File: config.mk
export PLATFORM = sky130hd
export DESIGN_NAME = dual_pedal_plausibility_torque_top
export DESIGN_NICKNAME = d
export VERILOG_FILES = /design/src/design/dppt_pkg.sv /design/src/design/dppt_front.sv /design/src/design/dppt_queue.sv /design/src/design/dppt_back.sv /design/src/design/dual_pedal_plausibility_torque_top.sv
export SDC_FILE = /design/constraint.sdc
export NUM_CORES = 2
export LEC_CHECK = 0
export ABC_CLOCK_PERIOD_IN_PS = 17450
export BUFFER_PORTS_ARGS = -buffer_cell sky130_fd_sc_hd__buf_2
export CAP_MARGIN = 20
export CELL_PAD_IN_SITES_DETAIL_PLACEMENT = 1
export CELL_PAD_IN_SITES_GLOBAL_PLACEMENT = 1
export CORE_MARGIN = 2
export CORE_UTILIZATION = 45
export CTS_CLUSTER_DIAMETER = 50
export CTS_CLUSTER_SIZE = 28
export DETAILED_ROUTE_END_ITERATION = 8
export GPL_TIMING_DRIVEN = 0
export PLACE_DENSITY = 0.78
export SETUP_SLACK_MARGIN = 0.05
export SLEW_MARGIN = 20
export SYNTH_ARGS = -nofsm -noshare
export SYNTH_HDL_FRONTEND = slang
export SYNTH_SLANG_ARGS = --single-unit
File: constraint.sdc
create_clock -name clk -period 17.45 [get_ports clk]
set_input_delay 1.745 -clock clk [delete_from_list [all_inputs] [get_ports clk]]
set_output_delay 1.745 -clock clk [all_outputs]
set_load 0.05 [all_outputs]
File: src/design/dppt_pkg.sv
// ----------------------------------------------------------------------------
// dppt_pkg
// Shared types and constants for the dual pedal plausibility and torque block.
// ----------------------------------------------------------------------------
package dppt_pkg;

  localparam int ADC_BITS     = 10;
  localparam int PEDAL_SCALE  = 255;
  localparam int PEDAL_SKEW   = 10;
  localparam int TRAVEL_MARGIN = 4 * PEDAL_SKEW;
  localparam int DEADBAND     = 10;
  localparam int NUM_W        = ADC_BITS + 8;   // (raw - low) * 255
  localparam int QUOT_BITS    = 8;
  localparam int X_W          = 24;             // (avg - deadband) * 10 * limit
  // floor(2^31 / 245): reciprocal of the torque span, corrected afterwards
  localparam int RECIP_SHIFT  = 31;
  localparam logic [23:0] RECIP_245 = 24'd8765239;
  localparam int TORQUE_SPAN  = PEDAL_SCALE - DEADBAND;

  typedef enum logic [2:0] {
    REG_PEDAL_A_LOW, REG_PEDAL_A_HIGH, REG_PEDAL_B_LOW, REG_PEDAL_B_HIGH,
    REG_TORQUE_LIMIT, REG_COAST_REGEN, REG_BRAKE_REGEN_GAIN, REG_BRAKE_FULL_SCALE
  } reg_idx_t;

  typedef struct packed {
    logic [ADC_BITS-1:0] pedal_a_low;
    logic [ADC_BITS-1:0] pedal_a_high;
    logic [ADC_BITS-1:0] pedal_b_low;
    logic [ADC_BITS-1:0] pedal_b_high;
    logic [11:0]         torque_limit;
    logic [11:0]         coast_regen;
    logic [15:0]         brake_regen_gain;
    logic [15:0]         brake_full_scale;
  } cfg_t;

  // classified item handed from front to back
  typedef struct packed {
    logic                ok_a;
    logic                ok_b;
    logic [NUM_W-1:0]    num_a;
    logic [ADC_BITS-1:0] den_a;
    logic [NUM_W-1:0]    num_b;
    logic [ADC_BITS-1:0] den_b;
    logic [15:0]         brake_a;
    logic [15:0]         brake_b;
    logic [31:0]         regen_prod;
    logic [15:0]         coast10;
    logic                ready;
  } item_t;

  // fields riding alongside the dividers
  typedef struct packed {
    logic        ok_a;
    logic        ok_b;
    logic [15:0] brake_a;
    logic [15:0] brake_b;
    logic [31:0] regen_prod;
    logic [15:0] coast10;
    logic        ready;
  } carry_t;

endpackage

File: src/design/dppt_front.sv
// ----------------------------------------------------------------------------
// dppt_front
// Accepts a sample set, checks pedal travel and forms divider operands,
// brake pressures and the regen product.
// ----------------------------------------------------------------------------
module dppt_front (
  input  logic                         clk,
  input  logic                         rst,
  input  logic                         take,
  input  logic [dppt_pkg::ADC_BITS-1:0] pedal_a_raw,
  input  logic [dppt_pkg::ADC_BITS-1:0] pedal_b_raw,
  input  logic [dppt_pkg::ADC_BITS-1:0] brake_a_raw,
  input  logic [dppt_pkg::ADC_BITS-1:0] brake_b_raw,
  input  logic [15:0]                  front_pressure,
  input  logic                         ready_req,
  input  dppt_pkg::cfg_t               cfg,
  output logic                         item_valid,
  output dppt_pkg::item_t              item
);

  localparam int AB = dppt_pkg::ADC_BITS;
  localparam int BP_W = AB + 16;

  logic [AB:0]    lim_a, lim_b;
  logic           ok_a, ok_b;
  logic [AB-1:0]  d_a, d_b;
  logic [BP_W-1:0] bp_a, bp_b;
  logic [BP_W-1:0] bs_a, bs_b;
  dppt_pkg::item_t item_next;

  always_comb begin
    lim_a = {1'b0, cfg.pedal_a_high} + (AB+1)'(dppt_pkg::TRAVEL_MARGIN);
    lim_b = {1'b0, cfg.pedal_b_high} + (AB+1)'(dppt_pkg::TRAVEL_MARGIN);
    ok_a = (cfg.pedal_a_high > cfg.pedal_a_low) && (pedal_a_raw >= cfg.pedal_a_low)
           && ({1'b0, pedal_a_raw} <= lim_a);
    ok_b = (cfg.pedal_b_high > cfg.pedal_b_low) && (pedal_b_raw >= cfg.pedal_b_low)
           && ({1'b0, pedal_b_raw} <= lim_b);
    d_a = pedal_a_raw - cfg.pedal_a_low;
    d_b = pedal_b_raw - cfg.pedal_b_low;
    bp_a = BP_W'(brake_a_raw) * BP_W'(cfg.brake_full_scale);
    bp_b = BP_W'(brake_b_raw) * BP_W'(cfg.brake_full_scale);
    bs_a = bp_a >> AB;
    bs_b = bp_b >> AB;

    item_next.ok_a  = ok_a;
    item_next.ok_b  = ok_b;
    // x*255 as (x<<8) - x
    item_next.num_a = (dppt_pkg::NUM_W'(d_a) << 8) - dppt_pkg::NUM_W'(d_a);
    item_next.num_b = (dppt_pkg::NUM_W'(d_b) << 8) - dppt_pkg::NUM_W'(d_b);
    item_next.den_a = cfg.pedal_a_high - cfg.pedal_a_low;
    item_next.den_b = cfg.pedal_b_high - cfg.pedal_b_low;
    item_next.brake_a = (bs_a > BP_W'(16'hFFFF)) ? 16'hFFFF : bs_a[15:0];
    item_next.brake_b = (bs_b > BP_W'(16'hFFFF)) ? 16'hFFFF : bs_b[15:0];
    item_next.regen_prod = 32'(cfg.brake_regen_gain) * 32'(front_pressure);
    item_next.coast10 = (16'(cfg.coast_regen) << 3) + (16'(cfg.coast_regen) << 1);
    item_next.ready = ready_req;
  end

  always_ff @(posedge clk) begin
    if (rst) begin
      item_valid <= 1'b0;
    end else begin
      item_valid <= take;
    end
  end

  always_ff @(posedge clk) begin
    if (take) begin
      item <= item_next;
    end
  end

endmodule

File: src/design/dppt_queue.sv
// ----------------------------------------------------------------------------
// dppt_queue
// Two-entry queue between front and back.
// ----------------------------------------------------------------------------
module dppt_queue (
  input  logic            clk,
  input  logic            rst,
  input  logic            push,
  input  dppt_pkg::item_t push_item,
  input  logic            pop,
  output logic            head_valid,
  output dppt_pkg::item_t head_item,
  output logic            full
);

  dppt_pkg::item_t entry [2];
  logic       wptr, rptr;
  logic [1:0] count;

  assign head_valid = (count != 2'd0);
  assign head_item  = entry[rptr];
  assign full       = (count == 2'd2);

  always_ff @(posedge clk) begin
    if (rst) begin
      wptr  <= 1'b0;
      rptr  <= 1'b0;
      count <= 2'd0;
    end else begin
      if (push) wptr <= ~wptr;
      if (pop && head_valid) rptr <= ~rptr;
      count <= count + 2'(push) - 2'(pop && head_valid);
    end
  end

  always_ff @(posedge clk) begin
    if (push) begin
      entry[wptr] <= push_item;
    end
  end

  a_no_overflow: assert property (@(posedge clk) disable iff (rst)
    !(push && full && !pop)) else $error("queue overflow");
  a_count_range: assert property (@(posedge clk) disable iff (rst)
    count != 2'd3) else $error("queue count out of range");
  a_ptr_gap: assert property (@(posedge clk) disable iff (rst)
    (count == 2'd1) |-> (wptr != rptr)) else $error("queue pointers inconsistent");

endmodule

File: src/design/dppt_back.sv
// ----------------------------------------------------------------------------
// dppt_back
// Pedal dividers, plausibility, torque mapping and the result register.
// ----------------------------------------------------------------------------
module dppt_back (
  input  logic            clk,
  input  logic            rst,
  input  logic            in_valid,
  input  dppt_pkg::item_t in_item,
  input  dppt_pkg::cfg_t  cfg,
  output logic            done,
  output logic [7:0]      pedal_a_pos,
  output logic [7:0]      pedal_b_pos,
  output logic            pedal_fault,
  output logic [15:0]     brake_a_pressure,
  output logic [15:0]     brake_b_pressure,
  output logic signed [15:0] torque_cmd,
  output logic            drive_enable
);

  localparam int NW = dppt_pkg::NUM_W;
  localparam int AB = dppt_pkg::ADC_BITS;
  localparam int QB = dppt_pkg::QUOT_BITS;
  localparam int XW = dppt_pkg::X_W;

  // divider line: index 0 is the queue head, index QB the last stage
  logic               dv_valid [QB+1];
  logic [NW-1:0]      rem_a [QB+1];
  logic [NW-1:0]      rem_b [QB+1];
  logic [AB-1:0]      den_a [QB+1];
  logic [AB-1:0]      den_b [QB+1];
  logic [QB-1:0]      quo_a [QB+1];
  logic [QB-1:0]      quo_b [QB+1];
  logic               sat_a [QB+1];
  logic               sat_b [QB+1];
  dppt_pkg::carry_t   cry   [QB+1];

  always_comb begin
    dv_valid[0] = in_valid;
    rem_a[0] = in_item.num_a;
    rem_b[0] = in_item.num_b;
    den_a[0] = in_item.den_a;
    den_b[0] = in_item.den_b;
    quo_a[0] = '0;
    quo_b[0] = '0;
    // quotient of 256 or more saturates
    sat_a[0] = in_item.num_a >= {in_item.den_a, 8'b0};
    sat_b[0] = in_item.num_b >= {in_item.den_b, 8'b0};
    cry[0].ok_a = in_item.ok_a;
    cry[0].ok_b = in_item.ok_b;
    cry[0].brake_a = in_item.brake_a;
    cry[0].brake_b = in_item.brake_b;
    cry[0].regen_prod = in_item.regen_prod;
    cry[0].coast10 = in_item.coast10;
    cry[0].ready = in_item.ready;
  end

  for (genvar s = 0; s < QB; s++) begin : g_div
    localparam int B = QB - 1 - s;
    logic [NW-1:0] trial_a, trial_b;
    assign trial_a = NW'(den_a[s]) << B;
    assign trial_b = NW'(den_b[s]) << B;

    always_ff @(posedge clk) begin
      if (rst) begin
        dv_valid[s+1] <= 1'b0;
      end else begin
        dv_valid[s+1] <= dv_valid[s];
      end
    end

    always_ff @(posedge clk) begin
      den_a[s+1] <= den_a[s];
      den_b[s+1] <= den_b[s];
      sat_a[s+1] <= sat_a[s];
      sat_b[s+1] <= sat_b[s];
      cry[s+1]   <= cry[s];
      if (rem_a[s] >= trial_a) begin
        rem_a[s+1] <= rem_a[s] - trial_a;
        quo_a[s+1] <= quo_a[s] | QB'(1 << B);
      end else begin
        rem_a[s+1] <= rem_a[s];
        quo_a[s+1] <= quo_a[s];
      end
      if (rem_b[s] >= trial_b) begin
        rem_b[s+1] <= rem_b[s] - trial_b;
        quo_b[s+1] <= quo_b[s] | QB'(1 << B);
      end else begin
        rem_b[s+1] <= rem_b[s];
        quo_b[s+1] <= quo_b[s];
      end
    end
  end

  // plausibility stage
  logic [7:0]  pa_c, pb_c, avg_c;
  logic        fault_c;
  logic [32:0] regen_sum;
  logic [19:0] span_prod;

  logic        m_valid, m_fault, m_below, m_ready;
  logic [7:0]  m_pa, m_pb;
  logic [XW-1:0] m_x;
  logic [15:0] m_regen, m_brake_a, m_brake_b;

  always_comb begin
    pa_c = sat_a[QB] ? 8'd255 : quo_a[QB];
    pb_c = sat_b[QB] ? 8'd255 : quo_b[QB];
    fault_c = !(cry[QB].ok_a && cry[QB].ok_b);
    if (fault_c) begin
      pa_c = '0;
      pb_c = '0;
    end
    if ((9'(pa_c) > 9'(pb_c) + 9'(dppt_pkg::PEDAL_SKEW)) ||
        (9'(pb_c) > 9'(pa_c) + 9'(dppt_pkg::PEDAL_SKEW))) begin
      pa_c = '0;
      pb_c = '0;
      fault_c = 1'b1;
    end
    avg_c = 8'(pa_c >> 1) + 8'(pb_c >> 1);
    span_prod = 20'(avg_c - 8'(dppt_pkg::DEADBAND)) * 20'(cfg.torque_limit);
    regen_sum = 33'(cry[QB].regen_prod) + 33'(cry[QB].coast10);
  end

  always_ff @(posedge clk) begin
    if (rst) begin
      m_valid <= 1'b0;
    end else begin
      m_valid <= dv_valid[QB];
    end
  end

  always_ff @(posedge clk) begin
    m_pa <= pa_c;
    m_pb <= pb_c;
    m_fault <= fault_c;
    m_below <= avg_c < 8'(dppt_pkg::DEADBAND);
    m_x <= (XW'(span_prod) << 3) + (XW'(span_prod) << 1);
    m_regen <= (regen_sum >= 33'd32768) ? 16'h8000 : 16'(~regen_sum + 33'd1);
    m_ready <= cry[QB].ready;
    m_brake_a <= cry[QB].brake_a;
    m_brake_b <= cry[QB].brake_b;
  end

  // reciprocal multiply stage
  logic        r_valid, r_fault, r_below, r_ready;
  logic [7:0]  r_pa, r_pb;
  logic [XW-1:0] r_x;
  logic [47:0] r_prod;
  logic [15:0] r_regen, r_brake_a, r_brake_b;

  always_ff @(posedge clk) begin
    if (rst) begin
      r_valid <= 1'b0;
    end else begin
      r_valid <= m_valid;
    end
  end

  always_ff @(posedge clk) begin
    r_prod <= 48'(m_x) * 48'(dppt_pkg::RECIP_245);
    r_x <= m_x;
    r_pa <= m_pa;
    r_pb <= m_pb;
    r_fault <= m_fault;
    r_below <= m_below;
    r_ready <= m_ready;
    r_regen <= m_regen;
    r_brake_a <= m_brake_a;
    r_brake_b <= m_brake_b;
  end

  // correction of the estimate (low by at most one) and result register
  logic [16:0] q_est, q_fix;
  logic [24:0] q_rem;
  logic signed [15:0] torque_next;

  always_comb begin
    q_est = r_prod[dppt_pkg::RECIP_SHIFT +: 17];
    q_rem = 25'(r_x) - 25'(q_est) * 25'(dppt_pkg::TORQUE_SPAN);
    q_fix = (q_rem >= 25'(dppt_pkg::TORQUE_SPAN)) ? q_est + 17'd1 : q_est;
    if (!r_ready) begin
      torque_next = '0;
    end else if (r_below) begin
      torque_next = r_regen;
    end else if (q_fix > 17'd32767) begin
      torque_next = 16'sd32767;
    end else begin
      torque_next = 16'(q_fix);
    end
  end

  always_ff @(posedge clk) begin
    if (rst) begin
      done <= 1'b0;
    end else begin
      done <= r_valid;
    end
  end

  always_ff @(posedge clk) begin
    pedal_a_pos <= r_pa;
    pedal_b_pos <= r_pb;
    pedal_fault <= r_fault;
    brake_a_pressure <= r_brake_a;
    brake_b_pressure <= r_brake_b;
    torque_cmd <= torque_next;
    drive_enable <= r_ready;
  end

  a_fault_zero: assert property (@(posedge clk) disable iff (rst)
    (done && pedal_fault) |-> (pedal_a_pos == 8'd0 && pedal_b_pos == 8'd0))
    else $error("fault result carries pedal position");
  a_not_ready: assert property (@(posedge clk) disable iff (rst)
    (done && !drive_enable) |-> (torque_cmd == 16'sd0))
    else $error("torque without ready");
  a_skew: assert property (@(posedge clk) disable iff (rst)
    (done && !pedal_fault) |-> (9'(pedal_a_pos) <= 9'(pedal_b_pos) + 9'd10 &&
                               9'(pedal_b_pos) <= 9'(pedal_a_pos) + 9'd10))
    else $error("pedal mismatch passed");

endmodule

File: src/design/dual_pedal_plausibility_torque_top.sv
// ----------------------------------------------------------------------------
// dual_pedal_plausibility_torque_top
// Pedal plausibility check, brake scaling and torque command.
// ----------------------------------------------------------------------------
// One sample set may be started every cycle; busy stays low in normal use.
// Each set gives exactly one result, shown for one cycle with done high, after
// one front stage, the queue register, eight stages of the bit-per-stage
// pedal dividers, then plausibility, the reciprocal multiply for torque
// scaling and the result register. The receiver cannot stall, so results
// must be taken as they appear. Registers are written through wr_en,
// wr_index, wr_data; the user must do so with no item in flight (unchecked).
module dual_pedal_plausibility_torque_top (
  input  logic        clk,
  input  logic        rst,
  input  logic        start,
  output logic        busy,
  input  logic [9:0]  pedal_a_raw,
  input  logic [9:0]  pedal_b_raw,
  input  logic [9:0]  brake_a_raw,
  input  logic [9:0]  brake_b_raw,
  input  logic [15:0] front_pressure,
  input  logic        ready_req,
  input  logic        wr_en,
  input  logic [2:0]  wr_index,
  input  logic [15:0] wr_data,
  output logic        done,
  output logic [7:0]  pedal_a_pos,
  output logic [7:0]  pedal_b_pos,
  output logic        pedal_fault,
  output logic [15:0] brake_a_pressure,
  output logic [15:0] brake_b_pressure,
  output logic signed [15:0] torque_cmd,
  output logic        drive_enable
);

  localparam int AB = dppt_pkg::ADC_BITS;

  dppt_pkg::cfg_t  cfg;
  logic            take, f_valid, q_valid, q_full;
  dppt_pkg::item_t f_item, q_item;

  assign busy = q_full;
  assign take = start && !busy;

  always_ff @(posedge clk) begin
    if (rst) begin
      cfg.pedal_a_low      <= AB'(189);
      cfg.pedal_a_high     <= AB'(849);
      cfg.pedal_b_low      <= AB'(91);
      cfg.pedal_b_high     <= AB'(417);
      cfg.torque_limit     <= 12'd50;
      cfg.coast_regen      <= 12'd10;
      cfg.brake_regen_gain <= 16'd0;
      cfg.brake_full_scale <= 16'd3000;
    end else if (wr_en) begin
      unique case (dppt_pkg::reg_idx_t'(wr_index))
        dppt_pkg::REG_PEDAL_A_LOW:      cfg.pedal_a_low      <= wr_data[AB-1:0];
        dppt_pkg::REG_PEDAL_A_HIGH:     cfg.pedal_a_high     <= wr_data[AB-1:0];
        dppt_pkg::REG_PEDAL_B_LOW:      cfg.pedal_b_low      <= wr_data[AB-1:0];
        dppt_pkg::REG_PEDAL_B_HIGH:     cfg.pedal_b_high     <= wr_data[AB-1:0];
        dppt_pkg::REG_TORQUE_LIMIT:     cfg.torque_limit     <= wr_data[11:0];
        dppt_pkg::REG_COAST_REGEN:      cfg.coast_regen      <= wr_data[11:0];
        dppt_pkg::REG_BRAKE_REGEN_GAIN: cfg.brake_regen_gain <= wr_data;
        dppt_pkg::REG_BRAKE_FULL_SCALE: cfg.brake_full_scale <= wr_data;
        default: ;
      endcase
    end
  end

  dppt_front u_front (
    .clk, .rst, .take,
    .pedal_a_raw, .pedal_b_raw, .brake_a_raw, .brake_b_raw,
    .front_pressure, .ready_req, .cfg,
    .item_valid(f_valid), .item(f_item)
  );

  dppt_queue u_queue (
    .clk, .rst,
    .push(f_valid), .push_item(f_item),
    .pop(1'b1), .head_valid(q_valid), .head_item(q_item), .full(q_full)
  );

  dppt_back u_back (
    .clk, .rst, .in_valid(q_valid), .in_item(q_item), .cfg,
    .done, .pedal_a_pos, .pedal_b_pos, .pedal_fault,
    .brake_a_pressure, .brake_b_pressure, .torque_cmd, .drive_enable
  );

endmodule

## Word level (Yosys, flattened, before mapping)

Memories as Yosys holds them, arrays and structs flattened. A register that Yosys moved wholly into a read port is not among the register bits.
Cells that the tools add are included.

- Add/sub/neg operators: 34
- Multiply operators: 6
- Order comparisons: 32
- Eq/ne operators: 8
- Multiplexer cells: 29
- Bitwise logic cells: 3
- Reductions and logical operators: 19

Operators with widths:

| cell | number |
|---|---|
| two-way mux 18 bit | 14 |
| two-way mux 8 bit | 8 |
| multiplier 10 x 16 -> 26 bit | 2 |
| multiplier 24 x 24 -> 48 bit, second input constant | 1 |
| subtractor 10 bit | 4 |
| greater-or-equal comparator 18 x 10 -> 1 bit | 2 |
| greater-or-equal comparator 18 x 11 -> 1 bit | 2 |
| greater-or-equal comparator 18 x 12 -> 1 bit | 2 |
| greater-or-equal comparator 18 x 13 -> 1 bit | 2 |
| greater-or-equal comparator 18 x 14 -> 1 bit | 2 |
| greater-or-equal comparator 18 x 15 -> 1 bit | 2 |
| greater-or-equal comparator 18 x 16 -> 1 bit | 2 |
| greater-or-equal comparator 18 x 17 -> 1 bit | 2 |
| greater-or-equal comparator 18 bit | 2 |
| subtractor 18 x 10 -> 18 bit | 2 |
| subtractor 18 x 11 -> 18 bit | 2 |
| subtractor 18 x 12 -> 18 bit | 2 |
| subtractor 18 x 13 -> 18 bit | 2 |
| subtractor 18 x 14 -> 18 bit | 2 |
| subtractor 18 x 15 -> 18 bit | 2 |
| subtractor 18 x 16 -> 18 bit | 2 |
| subtractor 18 x 17 -> 18 bit | 2 |
| adder 32 x 16 -> 33 bit | 1 |
| greater-or-equal comparator 33 x 16 -> 1 bit, second input constant | 1 |
| other kinds (37) | 66 |

- Flip-flop bits (word level): 1,747
- Memory bits (writable): 278
- Bits of input ports: 80
- Output and inout port bits: 68
- Logic and storage cells: 324
- Memories: 1

Memory list:

| name | words | bits a word | read ports | clocked after Yosys merged registers in | write ports | line | text |
|---|---|---|---|---|---|---|---|
| u_queue.entry | 2 | 139 | 1 | 1 | 1 | dppt_queue.sv:16 | `dppt_pkg::item_t entry [2];` |

## Depth between registers and ports, before layout

- Depth after elaboration: 10
- Mapped depth: 57
- Mapped depth without buffers: 54

## Hierarchy

A second synthesis with hierarchy kept.

- Cell total of the unflattened synthesis: 8,897
- Area total of the unflattened synthesis: 99,570.5 um2

By module, submodules not included:

| module | instances | cells an instance | area each (um2) | sequential area each (um2) |
|---|---|---|---|---|
| dppt_back | 1 | 5,327 | 59,463.3 | 28,387.2 |
| dppt_front | 1 | 2,760 | 25,999.9 | 4,164.0 |
| dppt_queue | 1 | 455 | 10,304.9 | 8,448.1 |
| dual_pedal_plausibility_torque_top | 1 | 355 | 3,802.4 | 1,921.8 |

## Worst setup path before layout

OpenSTA, ideal clock, no wires.

- Path type: register -> register
- Start point: register u_back.cry[82] in the netlist's numbering
- End point: register u_back.m_x[21]
- Library setup time: 0.122 ns
- Data arrival time: 10.589 ns
- Data required time: 17.328 ns
- Path slack: 6.739 ns
- Stages on the path, launching flop included: 50
- Path buffers: 3
- Clock period less this slack: 10.711 ns
- Cells stage by stage: dfxtp_1 -> and2_1 -> clkbuf_1 -> o21ai_0 -> inv_1 -> ha_1 -> nor3_1 -> nor2_1 -> nor3_1 -> a21oi_1 -> ha_1 -> nor2b_1 -> o21ai_0 -> nand2b_1 -> a21oi_1 -> o221ai_1 -> clkbuf_1 -> nor2_1 -> [14 not listed] -> fa_1 -> fa_1 -> fa_1 -> inv_1 -> fa_1 -> inv_1 -> ha_1 -> and3_1 -> nand4_1 -> and4b_1 -> xnor2_1 -> ha_1 -> and3_1 -> a2111oi_0 -> o31a_1 -> o31ai_2 -> a32o_1 -> a221o_1

- Cells in the longest elaborated chain, start to end: 10
- Elaborated cells on any way between the ends: 14
- Those cells by class: add/sub (5); mul (1); order compare (2); mux (4); reduce/logical (2)

Ends and longest elaborated chain:

| element | line | text |
|---|---|---|
| start: declaration | dppt_back.sv:36 | `dppt_pkg::carry_t cry [QB+1];` |
| start signal: indexed assignment | dppt_back.sv:77 | `cry[s+1] <= cry[s];` |
| logical AND 1 bit * | dppt_back.sv:109 | `fault_c = !(cry[QB].ok_a && cry[QB].ok_b);` |
| two-way mux 8 bit | dppt_back.sv:110 | `if (fault_c) begin` |
| adder 8 x 4 -> 9 bit (on tied branches) | dppt_back.sv:114, dppt_back.sv:115 |  |
| > comparator 8 x 9 -> 1 bit (on tied branches) | dppt_back.sv:114, dppt_back.sv:115 |  |
| logical OR 1 bit | dppt_back.sv:114 | `if ((9'(pa_c) > 9'(pb_c) + 9'(dppt_pkg::PEDAL_SKEW)) \|\|` |
| two-way mux 8 bit * | dppt_back.sv:114 |  |
| net u_back.pb_c[1] | dppt_back.sv:96 | `logic [7:0] pa_c, pb_c, avg_c;` |
| adder 7 x 7 -> 8 bit * | dppt_back.sv:120 | `avg_c = 8'(pa_c >> 1) + 8'(pb_c >> 1);` |
| subtractor 8 x 4 -> 9 bit * | dppt_back.sv:121 | `span_prod = 20'(avg_c - 8'(dppt_pkg::DEADBAND)) * 20'(cfg.torque_limit);` |
| multiplier 20 x 12 -> 20 bit * | dppt_back.sv:121 |  |
| adder 23 x 21 -> 24 bit * | dppt_back.sv:138 | `m_x <= (XW'(span_prod) << 3) + (XW'(span_prod) << 1);` |
| end signal: assignment | dppt_back.sv:138 |  |
| end: declaration | dppt_back.sv:103 | `logic [XW-1:0] m_x;` |

The timed path passes the listed nets; every way through them passes the cells marked *.
A chain may end at the register's enable or synchronous reset.

## Worst setup path in the final report

- Start point: register u_back.sat_b[0] in the netlist's numbering
- End point: register u_back.m_x[21]

- Cells in the longest elaborated chain, start to end: 10
- Elaborated cells on any way between the ends: 12
- Those cells by class: add/sub (4); mul (1); order compare (2); mux (4); reduce/logical (1)

Ends and longest elaborated chain:

| element | line | text |
|---|---|---|
| start: declaration | dppt_back.sv:35 | `logic sat_b [QB+1];` |
| start signal: indexed assignment | dppt_back.sv:76 | `sat_b[s+1] <= sat_b[s];` |
| two-way mux 8 bit * | dppt_back.sv:108 | `pb_c = sat_b[QB] ? 8'd255 : quo_b[QB];` |
| two-way mux 8 bit * | dppt_back.sv:110 |  |
| adder 8 x 4 -> 9 bit | dppt_back.sv:114 |  |
| > comparator 8 x 9 -> 1 bit | dppt_back.sv:114 |  |
| logical OR 1 bit | dppt_back.sv:114 |  |
| two-way mux 8 bit * | dppt_back.sv:114 |  |
| net u_back.pb_c[1] | dppt_back.sv:96 |  |
| adder 7 x 7 -> 8 bit * | dppt_back.sv:120 |  |
| subtractor 8 x 4 -> 9 bit * | dppt_back.sv:121 |  |
| multiplier 20 x 12 -> 20 bit * | dppt_back.sv:121 |  |
| adder 23 x 21 -> 24 bit * | dppt_back.sv:138 |  |

Marked as above.

==> results.py <==
metrics = {
    "placement": {
        "placed_area_um2": 104000,
        "io_buffer_count": 134,
        "dpl.cell_count": 11984,
        "place.gp.congestion": 0.930,
        "dp_hpwl_um": 193000,
    },
    "synthesis": {
        "syn_nets": 10785,
        "ys_seq_area_share_pct": 43.1,
        "async_flop_share_pct": 0,
        "synth_seq_cells": 1926,
        "synth_most_common_cell": "dfxtp_1",
        "syn_inst": 8965,
        "synth_top_area_share_pct": 30.6,
        "synth.avg_cell_area_um2": 11.0,
        "synthFlopType": "dfxtp_1",
        "synth_common_cells": "dfxtp_1 (1512), inv_1 (1456), ha_1 (889), fa_1 (851), nand2_1 (772)",
        "synthTopCellsByArea": "dfxtp_1 (31%), fa_1 (17%), edfxtp_1 (13%)",
        "synth_edf_count": 414,
        "netlist_area_um2": 99000,
        "synth_top_area_cell": "dfxtp_1",
        "synth_warnings": 0,
        "yosysUniqueCellTypes": 104,
    },
    "clock_tree": {
        "cts-root-buf": "clkbuf_16",
        "postCtsSetupBuffers": 0,
        "cts_max_path_buffers": 3,
        "worstSkewPairLatency_ns": 0.84,
        "cts_tree": "done",
        "path_clk_slew_ns": 0.09,
        "cts_hold_buf": 0,
        "htreeDepth": 4,
        "numCtsBuffers": 161,
        "cts.sinks": 1926,
        "cts_resized": 0,
    },
    "sta": {
        "final-setup-viol-count": 0,
        "worst_pin_slew_ns": 1.08,
        "fin_crit_sh_pct": 74.6,
        "finalSetupTns_ns": 0,
        "hold_viol": 0,
        "fmax_mhz": 76.8,
        "rsz0062_at_grt": "no",
        "skew_ns": 0.0561,
        "drv_slew": 0,
        "relSlewSlack_pct": 27.8,
        "min_period_ns": 13.02,
    },
    "setup_path": {
        "arrival_ns": 13.72,
        "slowest_stage": "a2111oi_0",
        "cp-end-kind": "flop",
        "critPathBufInv": 9,
        "critPathTopFamily": "adder cells",
        "cp_max_fo": 10,
        "max_stage_delay_ns": 0.66,
        "cp-start-kind": "flop",
        "crit_type": "flop to flop",
        "cp.required_ns": 18.15,
    },
    "flow_run": {
        "maxCapViolations": 0,
    },
    "route": {
        "routed_via_density": 5.15,
        "wl_per_cell_um": 20.3,
        "ant_nets": 0,
        "first_pass_iters": 5,
        "drc": 0,
        "drt_iter0_markers": 3243,
        "routed_wl_um": 250000,
        "num_vias": 63234,
    },
    "cells_and_area": {
        "regArea_um2": 42700,
        "post_route_cells_drive_above_1_share_pct": 7.48,
        "fill_cells": 23389,
        "fin_nets": 11096,
        "final_cells": 12288,
        "final_area_um2": 110000,
        "post-route-util_pct": 50.1,
        "multi_input_area_um2": 50100,
        "area_growth_pct": 10.9,
    },
    "floorplan": {
        "fp.dieW_um": 473,
        "rows": 172,
        "start_util_pct": 45.2,
        "die_h_um": 473,
        "pin_count": 148,
        "die_area_um2": 224000,
        "core_region_area_um2": 219000,
    },
    "global_routing": {
        "grt_usage_pct": 22.8,
        "grt.overflow.total": 0,
        "grt_antenna_before_repair": 15,
        "grt_pass1_vias": 71851,
        "grt_max_degree": 45,
        "grt_pass1_wl_um": 401000,
    },
    "worst_hold_path": {
        "hold_class": "flop to flop",
    },
    "status": {
        "status": "completed",
    },
}
-- worst register-to-register path: cells and delay by family, from the launching register on --
family	cells	cell delay, ns
fa+ha+maj	11	4.41
xor+xnor	2	1.01
flops	1	0.37
simple gates	16	2.60
buf+inv	9	1.33
compound gates	12	3.12
-- cells by family after synthesis --
logic type               synth area share, %
AO/OA/AOI/OAI                           6.66
XOR/XNOR                                2.98
adder cells (fa/ha/maj)                 28.4
buffers and inverters                   6.34
flip-flops                              43.1
multiplexers                            2.27
AND/OR/NAND/NOR                         10.2
-- cell type report --
| cell class | instances | area share (%) |
|---|---|---|
| Buffer | 204 | 0.738 |
| Antenna cell | 3 | 0.00683 |
| Inverter | 1456 | 4.98 |
| Timing Repair Buffer | 148 | 0.879 |
| Multi-Input combinational cell | 5379 | 45.6 |
| Tap cell | 2871 | 3.27 |
| Sequential cell | 1926 | 38.9 |
| Clock inverter | 129 | 1.85 |
| Clock buffer | 172 | 3.83 |
-- layout by cell type, fill, tap and decap left out, types with 17 or more instances in the layout --
| cell | instances |
|---|---|
| xnor2_1 | 220 |
| a21boi_0 | 61 |
| nand3_1 | 83 |
| and2_1 | 294 |
| a21oi_1 | 321 |
| nor2_1 | 384 |
| nand2b_1 | 87 |
| edfxtp_1 | 414 |
| inv_12 | 19 |
| fa_1 | 851 |
| mux2_2 | 159 |
| xor2_1 | 114 |
| and3_1 | 17 |
| inv_8 | 22 |
| o21bai_1 | 28 |
| inv_1 | 1456 |
| a211o_1 | 22 |
| o21ai_0 | 231 |
| a21o_1 | 73 |
| o31ai_1 | 17 |
| a211oi_1 | 29 |
| a31oi_1 | 19 |
| o21a_1 | 68 |
| nor3_1 | 97 |
| clkinv_8 | 24 |
| nand4_1 | 67 |
| dfxtp_1 | 1512 |
| nand2_1 | 772 |
| buf_2 | 141 |
| mux2i_1 | 44 |
| or3_1 | 25 |
| clkbuf_16 | 166 |
| nor2b_1 | 87 |
| nor4_1 | 38 |
| ha_1 | 889 |
| nand3b_1 | 34 |
| clkbuf_1 | 176 |
-- flip-flops by register name, summed over array words and instances (netlist names), 18 cells and up, named ones only --
| signal | count |
|---|---|
| u_back.r_prod | 18 |
| u_queue.entry | 276 |
| u_back.rem_a | 126 |
| u_back.cry | 656 |
| u_back.den_b | 70 |
| cfg | 96 |
| u_back.quo_a | 36 |
| u_back.den_a | 70 |
| u_front.item | 138 |
| u_back.r_x | 22 |
| u_back.rem_b | 126 |
| u_back.m_x | 23 |
| u_back.quo_b | 36 |
-- metrics by stage --
stage / hold slack, ns / setup slack, ns
detailed placement: 0.313 / 4.56
global route: 0.289 / 3.24
CTS: 0.289 / 4.45
floorplan: 0.310 / 6.74
finish: 0.279 / 4.43
global placement: 0.311 / 4.63
-- worst paths after layout --
kind / start / cells past startpoint / slack [ns] / end
setup reg to reg: u_back.sat_b[0] / 50 / 4.43 / u_back.m_x[21]
setup / recovery: u_back.sat_b[0] / 50 / 4.43 / u_back.m_x[21]
hold / removal: u_back.cry[325] / 0 / 0.28 / u_back.cry[242]
hold reg to reg: u_back.cry[325] / 0 / 0.28 / u_back.cry[242]
-- layer usage --
metal / global-route usage, % / wire, um / up-vias
li1: - / - / 29625
met1: 28.3 / 106000 / 31903
met2: 40.2 / 124000 / 1247
met3: 3.53 / 11000 / 449
met4: 7.60 / 8190 / 10
met5: 0 / 56 / -
Power is not shown: default switching activity piles up to over one toggle a cycle in this logic, so the estimate is an artifact.
